`src/rtl/sqaf_pkg.sv`:
```
// Shared types and constants for the sequence aligned FIFO.
package sqaf_pkg;

	// Store geometry
	localparam int DEPTH = 64;
	localparam int PTR_W = $clog2(DEPTH);
	localparam int CNT_W = PTR_W + 1;
	localparam int SEQ_W = 32;
	localparam int TAG_W = 32;
	localparam int CFG_W = 7;
	localparam int IDX_W = 2;

	// Counter distance beyond which a larger front counter counts as wrapped
	localparam logic [SEQ_W-1:0] WRAP_SPAN = SEQ_W'(32'h0001_0000);

	// Opcodes
	localparam logic [1:0] OP_PUSH  = 2'd0;
	localparam logic [1:0] OP_ALIGN = 2'd1;
	localparam logic [1:0] OP_POP   = 2'd2;
	localparam logic [1:0] OP_CLEAR = 2'd3;

	// Configuration register indexes
	localparam logic [IDX_W-1:0] CFG_MAX_ENTRIES = IDX_W'(0);
	localparam logic [IDX_W-1:0] CFG_ENABLE      = IDX_W'(1);

	// Reset values of the configuration registers
	localparam logic [CNT_W-1:0] MAX_ENTRIES_RST = CNT_W'(DEPTH);

	typedef struct packed {
		logic [1:0]       opcode;
		logic [SEQ_W-1:0] seq_count;
		logic [TAG_W-1:0] payload_tag;
	} in_item_t;

	typedef struct packed {
		logic             matched;
		logic [CNT_W-1:0] entry_count;
		logic [SEQ_W-1:0] front_seq;
		logic [TAG_W-1:0] front_tag;
		logic [CNT_W-1:0] dropped;
	} out_item_t;

	// One stored entry
	typedef struct packed {
		logic [SEQ_W-1:0] seq_count;
		logic [TAG_W-1:0] payload_tag;
	} entry_t;

	// Request from the sequencer to the entry store
	typedef struct packed {
		logic             we;
		logic [PTR_W-1:0] waddr;
		entry_t           wdata;
		logic [PTR_W-1:0] raddr;
	} mem_req_t;

endpackage

```
`src/rtl/sqaf_mem.sv`:
```
// Entry store: one write port, one registered read port.
module sqaf_mem (
	input  logic              clk,
	input  sqaf_pkg::mem_req_t req,
	output sqaf_pkg::entry_t   rdata
);
	import sqaf_pkg::*;

	entry_t mem_q [DEPTH];

	// Write port
	always_ff @(posedge clk) begin
		if (req.we) begin
			mem_q[req.waddr] <= req.wdata;
		end
	end

	// Registered read
	always_ff @(posedge clk) begin
		rdata <= mem_q[req.raddr];
	end

endmodule

```
`src/rtl/sqaf_ctrl.sv`:
```
// Sequencer: pointers, configuration, opcode execution and the front compare loop.
module sqaf_ctrl (
	input  logic                      clk,
	input  logic                      arst_n,
	input  logic                      in_valid,
	output logic                      in_ready,
	input  sqaf_pkg::in_item_t        in_data,
	input  logic                      cfg_we,
	input  logic [sqaf_pkg::IDX_W-1:0] cfg_idx,
	input  logic [sqaf_pkg::CFG_W-1:0] cfg_wdata,
	output sqaf_pkg::mem_req_t        mem_req,
	input  sqaf_pkg::entry_t          mem_rdata,
	output logic                      res_valid,
	input  logic                      res_ready,
	output sqaf_pkg::out_item_t       res
);
	import sqaf_pkg::*;

	typedef enum logic [3:0] {
		ST_IDLE = 4'b0001,
		ST_EXEC = 4'b0010,
		ST_RD   = 4'b0100,
		ST_CHK  = 4'b1000
	} state_t;

	state_t           state_q;
	logic [PTR_W-1:0] head_q;
	logic [CNT_W-1:0] held_q;
	logic [CNT_W-1:0] max_q;
	logic             en_q;
	logic [CNT_W-1:0] drop_q;

	// Captured transaction
	logic [1:0]       op_q;
	logic [SEQ_W-1:0] seq_q;
	logic [TAG_W-1:0] tag_q;

	logic [CNT_W-1:0] lim;
	logic             full;
	logic [PTR_W-1:0] h1;
	logic [CNT_W-1:0] c1;
	logic [CNT_W-1:0] c2;
	logic [PTR_W-1:0] slot;
	logic [CNT_W-1:0] excess;
	logic [CNT_W-1:0] cfg_lim;
	logic [CNT_W-1:0] trim_excess;
	logic             not_empty;
	logic             older;
	logic             align_drop;
	logic             done;

	// Effective limit, saturated at the store depth
	assign lim = (max_q > CNT_W'(DEPTH)) ? CNT_W'(DEPTH) : max_q;

	// Push arithmetic: drop one when full, append, then trim to the limit
	always_comb begin
		full   = (held_q == CNT_W'(DEPTH));
		h1     = full ? head_q + PTR_W'(1) : head_q;
		c1     = full ? held_q - CNT_W'(1) : held_q;
		slot   = h1 + c1[PTR_W-1:0];
		c2     = c1 + CNT_W'(1);
		excess = (c2 > lim) ? c2 - lim : '0;
	end

	// Trim amount for a limit write
	always_comb begin
		cfg_lim     = (cfg_wdata > CNT_W'(DEPTH)) ? CNT_W'(DEPTH) : cfg_wdata;
		trim_excess = (held_q > cfg_lim) ? held_q - cfg_lim : '0;
	end

	// Shared front compare: is the front counter older than the target
	assign not_empty  = (held_q != '0);
	assign older      = (seq_q > mem_rdata.seq_count)
		|| ((seq_q < mem_rdata.seq_count)
		&& ((mem_rdata.seq_count - seq_q) > WRAP_SPAN));
	assign align_drop = (op_q == OP_ALIGN) && not_empty && older;
	assign done       = (state_q == ST_CHK) && !align_drop;

	assign in_ready  = (state_q == ST_IDLE);
	assign res_valid = done;

	// Store access
	always_comb begin
		mem_req.we    = (state_q == ST_EXEC) && (op_q == OP_PUSH) && en_q;
		mem_req.waddr = slot;
		mem_req.wdata = '{seq_count: seq_q, payload_tag: tag_q};
		mem_req.raddr = head_q;
	end

	// Result assembly
	always_comb begin
		res.matched     = (op_q == OP_ALIGN) && not_empty
			&& (mem_rdata.seq_count == seq_q);
		res.entry_count = held_q;
		res.front_seq   = not_empty ? mem_rdata.seq_count : '0;
		res.front_tag   = not_empty ? mem_rdata.payload_tag : '0;
		res.dropped     = drop_q;
	end

	// Transaction capture
	always_ff @(posedge clk) begin
		if (in_valid && in_ready) begin
			op_q  <= in_data.opcode;
			seq_q <= in_data.seq_count;
			tag_q <= in_data.payload_tag;
		end
	end

	// Sequencer and store pointers
	always_ff @(posedge clk or negedge arst_n) begin
		if (!arst_n) begin
			state_q <= ST_IDLE;
			head_q  <= '0;
			held_q  <= '0;
			max_q   <= MAX_ENTRIES_RST;
			en_q    <= 1'b1;
			drop_q  <= '0;
		end else begin
			unique case (state_q)
				ST_IDLE: begin
					if (cfg_we && (cfg_idx == CFG_MAX_ENTRIES)) begin
						max_q  <= cfg_wdata;
						head_q <= head_q + trim_excess[PTR_W-1:0];
						held_q <= held_q - trim_excess;
					end else if (cfg_we && (cfg_idx == CFG_ENABLE)) begin
						en_q   <= cfg_wdata[0];
						head_q <= '0;
						held_q <= '0;
					end
					if (in_valid) begin
						drop_q  <= '0;
						state_q <= ST_EXEC;
					end
				end
				ST_EXEC: begin
					unique case (op_q)
						OP_PUSH: begin
							if (en_q) begin
								head_q <= h1 + excess[PTR_W-1:0];
								held_q <= c2 - excess;
								drop_q <= excess + CNT_W'(full);
							end
						end
						OP_ALIGN: begin
						end
						OP_POP: begin
							if (not_empty) begin
								head_q <= head_q + PTR_W'(1);
								held_q <= held_q - CNT_W'(1);
								drop_q <= CNT_W'(1);
							end
						end
						OP_CLEAR: begin
							drop_q <= held_q;
							head_q <= '0;
							held_q <= '0;
						end
						default: begin
						end
					endcase
					state_q <= ST_RD;
				end
				ST_RD: begin
					state_q <= ST_CHK;
				end
				ST_CHK: begin
					if (align_drop) begin
						head_q  <= head_q + PTR_W'(1);
						held_q  <= held_q - CNT_W'(1);
						drop_q  <= drop_q + CNT_W'(1);
						state_q <= ST_RD;
					end else if (res_ready) begin
						state_q <= ST_IDLE;
					end
				end
				default: begin
					state_q <= ST_IDLE;
				end
			endcase
		end
	end

endmodule

```
`src/rtl/sequence_aligned_fifo.sv`:
```
// Sequence aligned FIFO: top level with result register.
// An accepted transaction steps through the EXEC, RD and CHK states, then its result is
// registered in the output register; an align loops from CHK back to RD for each entry it drops.
// Transactions are taken one at a time, only while the sequencer is idle, since the single store
// read port and the shared front compare handle one entry at a time.
// The next transaction is taken while a finished result still waits in the output register.
// Reset empties the store at once (contents undefined until written), limit 64, pushes enabled.
module sequence_aligned_fifo (
	input  logic                       clk,
	input  logic                       arst_n,
	input  logic                       in_valid,
	output logic                       in_ready,
	input  sqaf_pkg::in_item_t         in_data,
	output logic                       out_valid,
	input  logic                       out_ready,
	output sqaf_pkg::out_item_t        out_data,
	input  logic                       cfg_we,
	input  logic [sqaf_pkg::IDX_W-1:0] cfg_idx,
	input  logic [sqaf_pkg::CFG_W-1:0] cfg_wdata
);
	import sqaf_pkg::*;

	mem_req_t  mem_req;
	entry_t    mem_rdata;
	logic      res_valid;
	logic      res_ready;
	out_item_t res;
	logic      out_valid_q;
	out_item_t out_data_q;

	sqaf_mem u_mem (
		.clk   (clk),
		.req   (mem_req),
		.rdata (mem_rdata)
	);

	sqaf_ctrl u_ctrl (
		.clk       (clk),
		.arst_n    (arst_n),
		.in_valid  (in_valid),
		.in_ready  (in_ready),
		.in_data   (in_data),
		.cfg_we    (cfg_we),
		.cfg_idx   (cfg_idx),
		.cfg_wdata (cfg_wdata),
		.mem_req   (mem_req),
		.mem_rdata (mem_rdata),
		.res_valid (res_valid),
		.res_ready (res_ready),
		.res       (res)
	);

	// Output slot is free when empty or being drained this cycle
	assign res_ready = !out_valid_q || out_ready;

	always_ff @(posedge clk or negedge arst_n) begin
		if (!arst_n) begin
			out_valid_q <= 1'b0;
		end else if (res_ready) begin
			out_valid_q <= res_valid;
		end
	end

	always_ff @(posedge clk) begin
		if (res_valid && res_ready) begin
			out_data_q <= res;
		end
	end

	assign out_valid = out_valid_q;
	assign out_data  = out_data_q;

endmodule

```
`config.mk`:
```
export PLATFORM = sky130hd
export DESIGN_NAME = sequence_aligned_fifo
export DESIGN_NICKNAME = d
export VERILOG_FILES = /design/src/rtl/sqaf_pkg.sv /design/src/rtl/sqaf_mem.sv /design/src/rtl/sqaf_ctrl.sv /design/src/rtl/sequence_aligned_fifo.sv
export SDC_FILE = /design/constraint.sdc
export NUM_CORES = 2
export LEC_CHECK = 0
export BUFFER_PORTS_ARGS = -buffer_cell sky130_fd_sc_hd__buf_2
export CORE_ASPECT_RATIO = 1.5
export CORE_UTILIZATION = 65
export CTS_BUF_LIST = sky130_fd_sc_hd__clkbuf_2 sky130_fd_sc_hd__clkbuf_4 sky130_fd_sc_hd__clkbuf_8
export DETAILED_ROUTE_END_ITERATION = 16
export HOLD_SLACK_MARGIN = 0.02
export PLACE_DENSITY = 0.82
export SYNTH_ARGS = -nofsm -noshare
export SYNTH_HDL_FRONTEND = slang
export SYNTH_HIERARCHICAL = 1
export SYNTH_SLANG_ARGS = --single-unit
```
`constraint.sdc`:
```
create_clock -name clk -period 13.68 [get_ports clk]
set_input_delay 1.368 -clock clk [delete_from_list [all_inputs] [get_ports clk]]
set_output_delay 1.368 -clock clk [all_outputs]
set_load 0.05 [all_outputs]
```
After elaboration in Yosys (flattened, before gate mapping)
Memory sizes are Yosys's and may differ from the RTL's. A register that Yosys moved wholly into a read port is not among the register bits.
Cells that the tools add are included.
Cells by class
  reduce and logical (&&, ||, !) cells: 24
  bitwise gates (word level): 1
  $lt $le $gt $ge: 7
  muxes and demuxes: 32
  $add $sub $neg: 13
  eq/ne operators: 17
Operator list (count)
  $mux 7: 14
  $pmux 7 s3: 4
  $mux 6: 6
  $pmux 6 s3: 2
  $eq 32x32->1: 1
  $gt 32x17->1 const B: 1
  $gt 32x32->1: 1
  $lt 32x32->1: 1
  $sub 32x32->32: 1
  $sub 7x7->7: 4
  $add 6x6->6: 3
  $pmux 4 s4: 1
  $add 7x1->7 const B: 2
  $gt 7x7->1: 2
  $gt 7x7->1 const B: 2
  $mux 4: 3
  $reduce_and 6->1: 2
  $logic_and 1x1->1: 11
  $ne 3x2->1 const B: 3
  $add 7x1->7: 1
  $eq 7x7->1 const B: 1
  $reduce_bool 7->1: 1
  $sub 7x1->7 const B: 1
  $add 6x1->6 const B: 1
  other kinds (18): 25
Storage, ports and cells
  RAM bits: 4096
  logic and storage cells: 110
  output and inout bits: 81
  memories: 1
  bits in registers: 178
  input bits: 80
Memories
  u_mem.mem_q: depth 64, bits a word 64, read ports 1, clocked after memory_dff 1, wr ports 1, RTL line sqaf_mem.sv:9  | entry_t mem_q [DEPTH];

Logic depth before layout (Yosys ltp)
  depth in word-level cells: 9
  gate-level depth with buffers: 27
  gate-level depth less buffers: 25

Cells and area by module
Netlist, hierarchy kept.
Modules (own cells, without submodules)
  sqaf_mem: cells an instance 6598, area each 156348.7 um^2, times used 1
  sqaf_ctrl: cells an instance 1074, area each 9336.5 um^2, times used 1
  sequence_aligned_fifo: cells an instance 83, area each 2426.1 um^2, times used 1

Worst setup path after synthesis
No wires, ideal clock.
  path type: register to register
  from: register u_ctrl.held_q[0]
  to: memory u_mem/mem_q[48][0] in the netlist's numbering, enable pin
  path slack: 5.416 ns
  data required time: 13.116 ns
  library setup time: 0.564 ns
  stages on the path, launching flop included: 17
  buffers on the path: 2
  arrival: 7.699 ns
  clock period less this slack: 8.264 ns
  cells stage by stage: dfrtp_1 -> clkbuf_1 -> inv_1 -> ha_1 -> clkbuf_1 -> nand3_2 -> inv_1 -> o21ai_0 -> inv_1 -> fa_1 -> inv_1 -> a21o_1 -> a21oi_1 -> xnor2_1 -> nor2b_1 -> nand4b_1 -> nor3_1
RTL lines
  from (decl): RTL line sqaf_ctrl.sv:28  | logic [CNT_W-1:0] held_q;
  from (signal assigned): RTL line sqaf_ctrl.sv:124  | held_q <= held_q - trim_excess;
  from (signal assigned): RTL line sqaf_ctrl.sv:140  | held_q <= c2 - excess;
  from (signal assigned): RTL line sqaf_ctrl.sv:149  | held_q <= held_q - CNT_W'(1);
  to (decl): RTL line sqaf_mem.sv:9

Final worst setup path
  from: register u_ctrl.held_q[0]
  to: register u_ctrl.held_q[6]
On the way
  cells in the longest elaborated chain, start to end: 9
  elaborated cells on any way between the ends: 24
  those cells by class: add/sub (6); order compare (2); eq/ne (3); mux (9); reduce/logical (4)
Ends and longest elaborated chain
  $sub 7x1->7 / $eq 7x7->1 (equally long branches)
  $mux 7: RTL line sqaf_ctrl.sv:59  | c1 = full ? held_q - CNT_W'(1) : held_q;
  $add 7x1->7: RTL line sqaf_ctrl.sv:61  | c2 = c1 + CNT_W'(1);
  $sub 7x7->7 / $gt 7x7->1 (equally long branches): RTL line sqaf_ctrl.sv:62  | excess = (c2 > lim) ? c2 - lim : '0;
  $mux 7: RTL line sqaf_ctrl.sv:62
  $sub 7x7->7: RTL line sqaf_ctrl.sv:140
  $mux 7: RTL line sqaf_ctrl.sv:138  | if (en_q) begin
  $pmux 7 s3: RTL line sqaf_ctrl.sv:136  | unique case (op_q)
  $pmux 7 s3: RTL line sqaf_ctrl.sv:119  | unique case (state_q)
Parallel ways exist; a longest one is shown, timed or not. The select of a mux whose other input is x is not followed.
A chain may end at the register's enable or synchronous reset.

==> metrics.cfg <==
[route]
vias=88230
ant_nets=0
first_iter_violations=13890
drt_pre_antenna_iters=8
drc=0
wl_um=474500
vias_per_cell=7.175
wl_per_cell_um=38.59

[cts]
clock_sinks=4338
cts.repair.resized=0
path_clk_slew_ps=70
cts.path.max_buffers=4
cts_hold_buffers=0
cts_max_level=6
insertion_delay_ps=1100
numCtsBuffers=599
cts_root_buf=clkbuf_8
post_cts_buffers=0
cts_tree=yes

[global_route]
antenna_found_initial=31
grt.total_usage_pct=36.71
grt_max_degree=134
grt_use_met2_pct=57.85
met1_usage_pct=43.46
grt_first_pass_wirelength_um=659400
globalRouteOverflowTotal=0
grt_util_met3_pct=10.01
busiest_layer=met2
grt_pass1_vias=89650

[hold_path]
hold_path_class=primary input to asynchronous set/reset pin

[sta]
period_needed_ps=7075
worst_pin_slew_ps=1523
layout_setup_ws_ps=6605
hold_violations=0
fin_skew_ps=68.82
fin_crit_sh_pct=51.72
fin_hold_ws_ps=396.5
setup_viol=0
rsz0062_at_grt=false
fmax_ghz=0.1413
slew_viol_final=2
relSlewSlack_pct=-2.031
fin_setup_tns_ps=0

[cells_and_area]
fin_util_pct=72.28
drive_above_1_share_pct=28.85
layout.nets=8510
syn2layout_area_growth_pct=10.51

[run_status]
failed_checks=max-capacitance violations, max-slew violations
status=finished with violations

[power]
ir_drop_uv=227.5
power_density_nw_per_um2=202.9
p_leak_nw=57.35

[synth]
syn-cell-area_um2=168100
synthTopCellsByArea=edfxtp_1 76%, mux4_2 14%, mux2i_1 0.90%
syn_avg_cell_area_um2=21.68
synth_edf_count=4241
async_flop_share_pct=0.7607
syn-instance-count=7755
synth_top_area_share_pct=75.75
synth.most_common_cell=edfxtp_1
synth_nets=7920
synth_cell_types=108
synth_warnings=6
synth_top_cells_by_count=4241 x edfxtp_1, 1024 x mux4_2, 180 x nor2_1
ys_seq_elements=4338
synth_ff_type=edfxtp_1
yosysSeqAreaShare_pct=77.01
yosysTopAreaCell=edfxtp_1

[placed_design]
dp_hpwl_um=276900
portBuffers=160
dp_worst_setup_slack_ps=6811
gp_congestion=0.9161

[critical_path]
crit_chain=inv_1 -> ha_1 -> nor4bb_1 -> o2111ai_2 -> and2_1 -> nor2_1 -> xnor2_1 -> ha_1 -> nor2b_1 -> nand3_1 -> a211oi_1 -> a221oi_1 -> a32oi_1 -> a2bb2oi_2 -> nand2_1 -> fa_1 -> a21o_1 -> a21oi_1 -> o21bai_1 -> a21oi_1 -> xnor2_1 -> xnor2_1 -> a221oi_1 -> o221ai_1
cp.arrival_ps=7980
cp_max_fo=12
crit_path_max_incr_delay_ps=640
slowest_stage=a221oi_1
worstSetupPathType=register to register
crit_path_start_kind=register
cpMostUsedCell=xnor2_1
crit_path_end_kind=register
cp.required_ps=14590

[die]
die-width_um=417.2
core_area_um2=257000
rows=228
dieArea_um2=260700
num_io_pins=161
dieHeight_um=624.9
start_util_pct=65.40

[job]
cap_violations=1

[cells by family after synthesis]
family                     share of synthesized area (%)
AOI/OAI and AO/OA                                  3.471
xor gates and xnor gates                          0.3386
adders and majority gates                         0.6683
buffers and inverters                              1.451
DFF                                                77.01
muxes                                              14.69
and+or+nand+nor                                    2.368
[registers in the layout (all words and copies together) (netlist names)]
| register | cells |
|---|---|
| u_ctrl/head_q | 6 |
| u_ctrl/max_q | 7 |
| u_mem/mem_q | 4096 |
| out_valid | 1 |
| u_ctrl/seq_q | 32 |
| out_data | 79 |
| u_ctrl/held_q | 7 |
| u_mem/rdata | 64 |
| u_ctrl/op_q | 2 |
| u_ctrl/en_q | 1 |
| u_ctrl/drop_q | 7 |
| u_ctrl/tag_q | 32 |
| u_ctrl/state_q | 4 |
[placed cells by master, fill, tap and decap left out, types with 71 or more instances in the layout]
cell	count
ha_1	77
inv_1	121
buf_4	221
clkinv_1	111
buf_2	160
nor2_1	115
mux4_2	1024
a211oi_1	76
a22oi_1	170
clkbuf_4	190
edfxtp_1	4241
nand2_1	147
and3_1	77
and2_1	71
a22o_1	89
a21oi_1	75
mux2i_1	151
clkbuf_8	639
o22ai_1	90
[worst paths after layout]
path | depth (start not counted) | end | slack [ps] | from
min | 1 | u_ctrl/held_q[5]$_DFFE_PN0P_ | 400 | arst_n
min reg2reg | 1 | out_data[10]$_DFFE_PP_ | 500 | u_mem/rdata[3]$_DFF_P_
max reg2reg | 24 | u_ctrl/held_q[6]$_DFFE_PN0P_ | 6610 | u_ctrl/held_q[0]$_DFFE_PN0P_
min in group clk | 1 | u_ctrl/op_q[0]$_DFFE_PP_ | 470 | in_data[64]
max | 24 | u_ctrl/held_q[6]$_DFFE_PN0P_ | 6610 | u_ctrl/held_q[0]$_DFFE_PN0P_
max in group asynchronous | 1 | u_ctrl/head_q[1]$_DFFE_PN0P_ | 12640 | arst_n
[through the flow]
| step | total power, mW | instances | cell area (um2) |
|---|---|---|---|
| 4_1_cts | 37.52 | 12260 | 185700 |
| 3_5_place_dp | 27.57 | 11190 | 173700 |
| 5_1_grt | 38.65 | 12280 | 185800 |
| 3_3_place_gp | 27.36 | 11190 | 173700 |
| 2_1_floorplan | 23.20 | 7755 | 168100 |
| 6_report | 37.69 | 12300 | 185800 |
[power breakdown]
part	total (mW)	internal (mW)	leakage, nW	switching (mW)
Sequential	15.8	15.5	39.1	0.327
Clock	10.1	5.27	6.32	4.82
Combinational	11.8	4.20	11.9	7.58
[metal layers]
metal  wire length (um)  part of all wire (%)
met3              61570                    13
met5                321                 0.068
met1             142400                    30
met2             228000                    48
met4              42160                   8.9
[layout make-up]
cell class	instances	area (um2)
sequential	4338	129500
fill	13330	71240
clock buffer	829	10220
antenna	37	92.59
timing repair buffer	393	2700
clock inverter	236	1748
inverter	123	461.7
tap	3450	4317
multi-input combinational	2890	36770
[worst max-delay path, delay by kind of cell, from the launching register on]
kind | cells | cell delay (ps)
compound gates | 11 | 2970
xor+xnor | 3 | 380
fa+ha+maj | 3 | 1410
buf+inv | 1 | 240
flops | 1 | 590
simple gates | 6 | 1280
(Power assumes the default switching activity.)
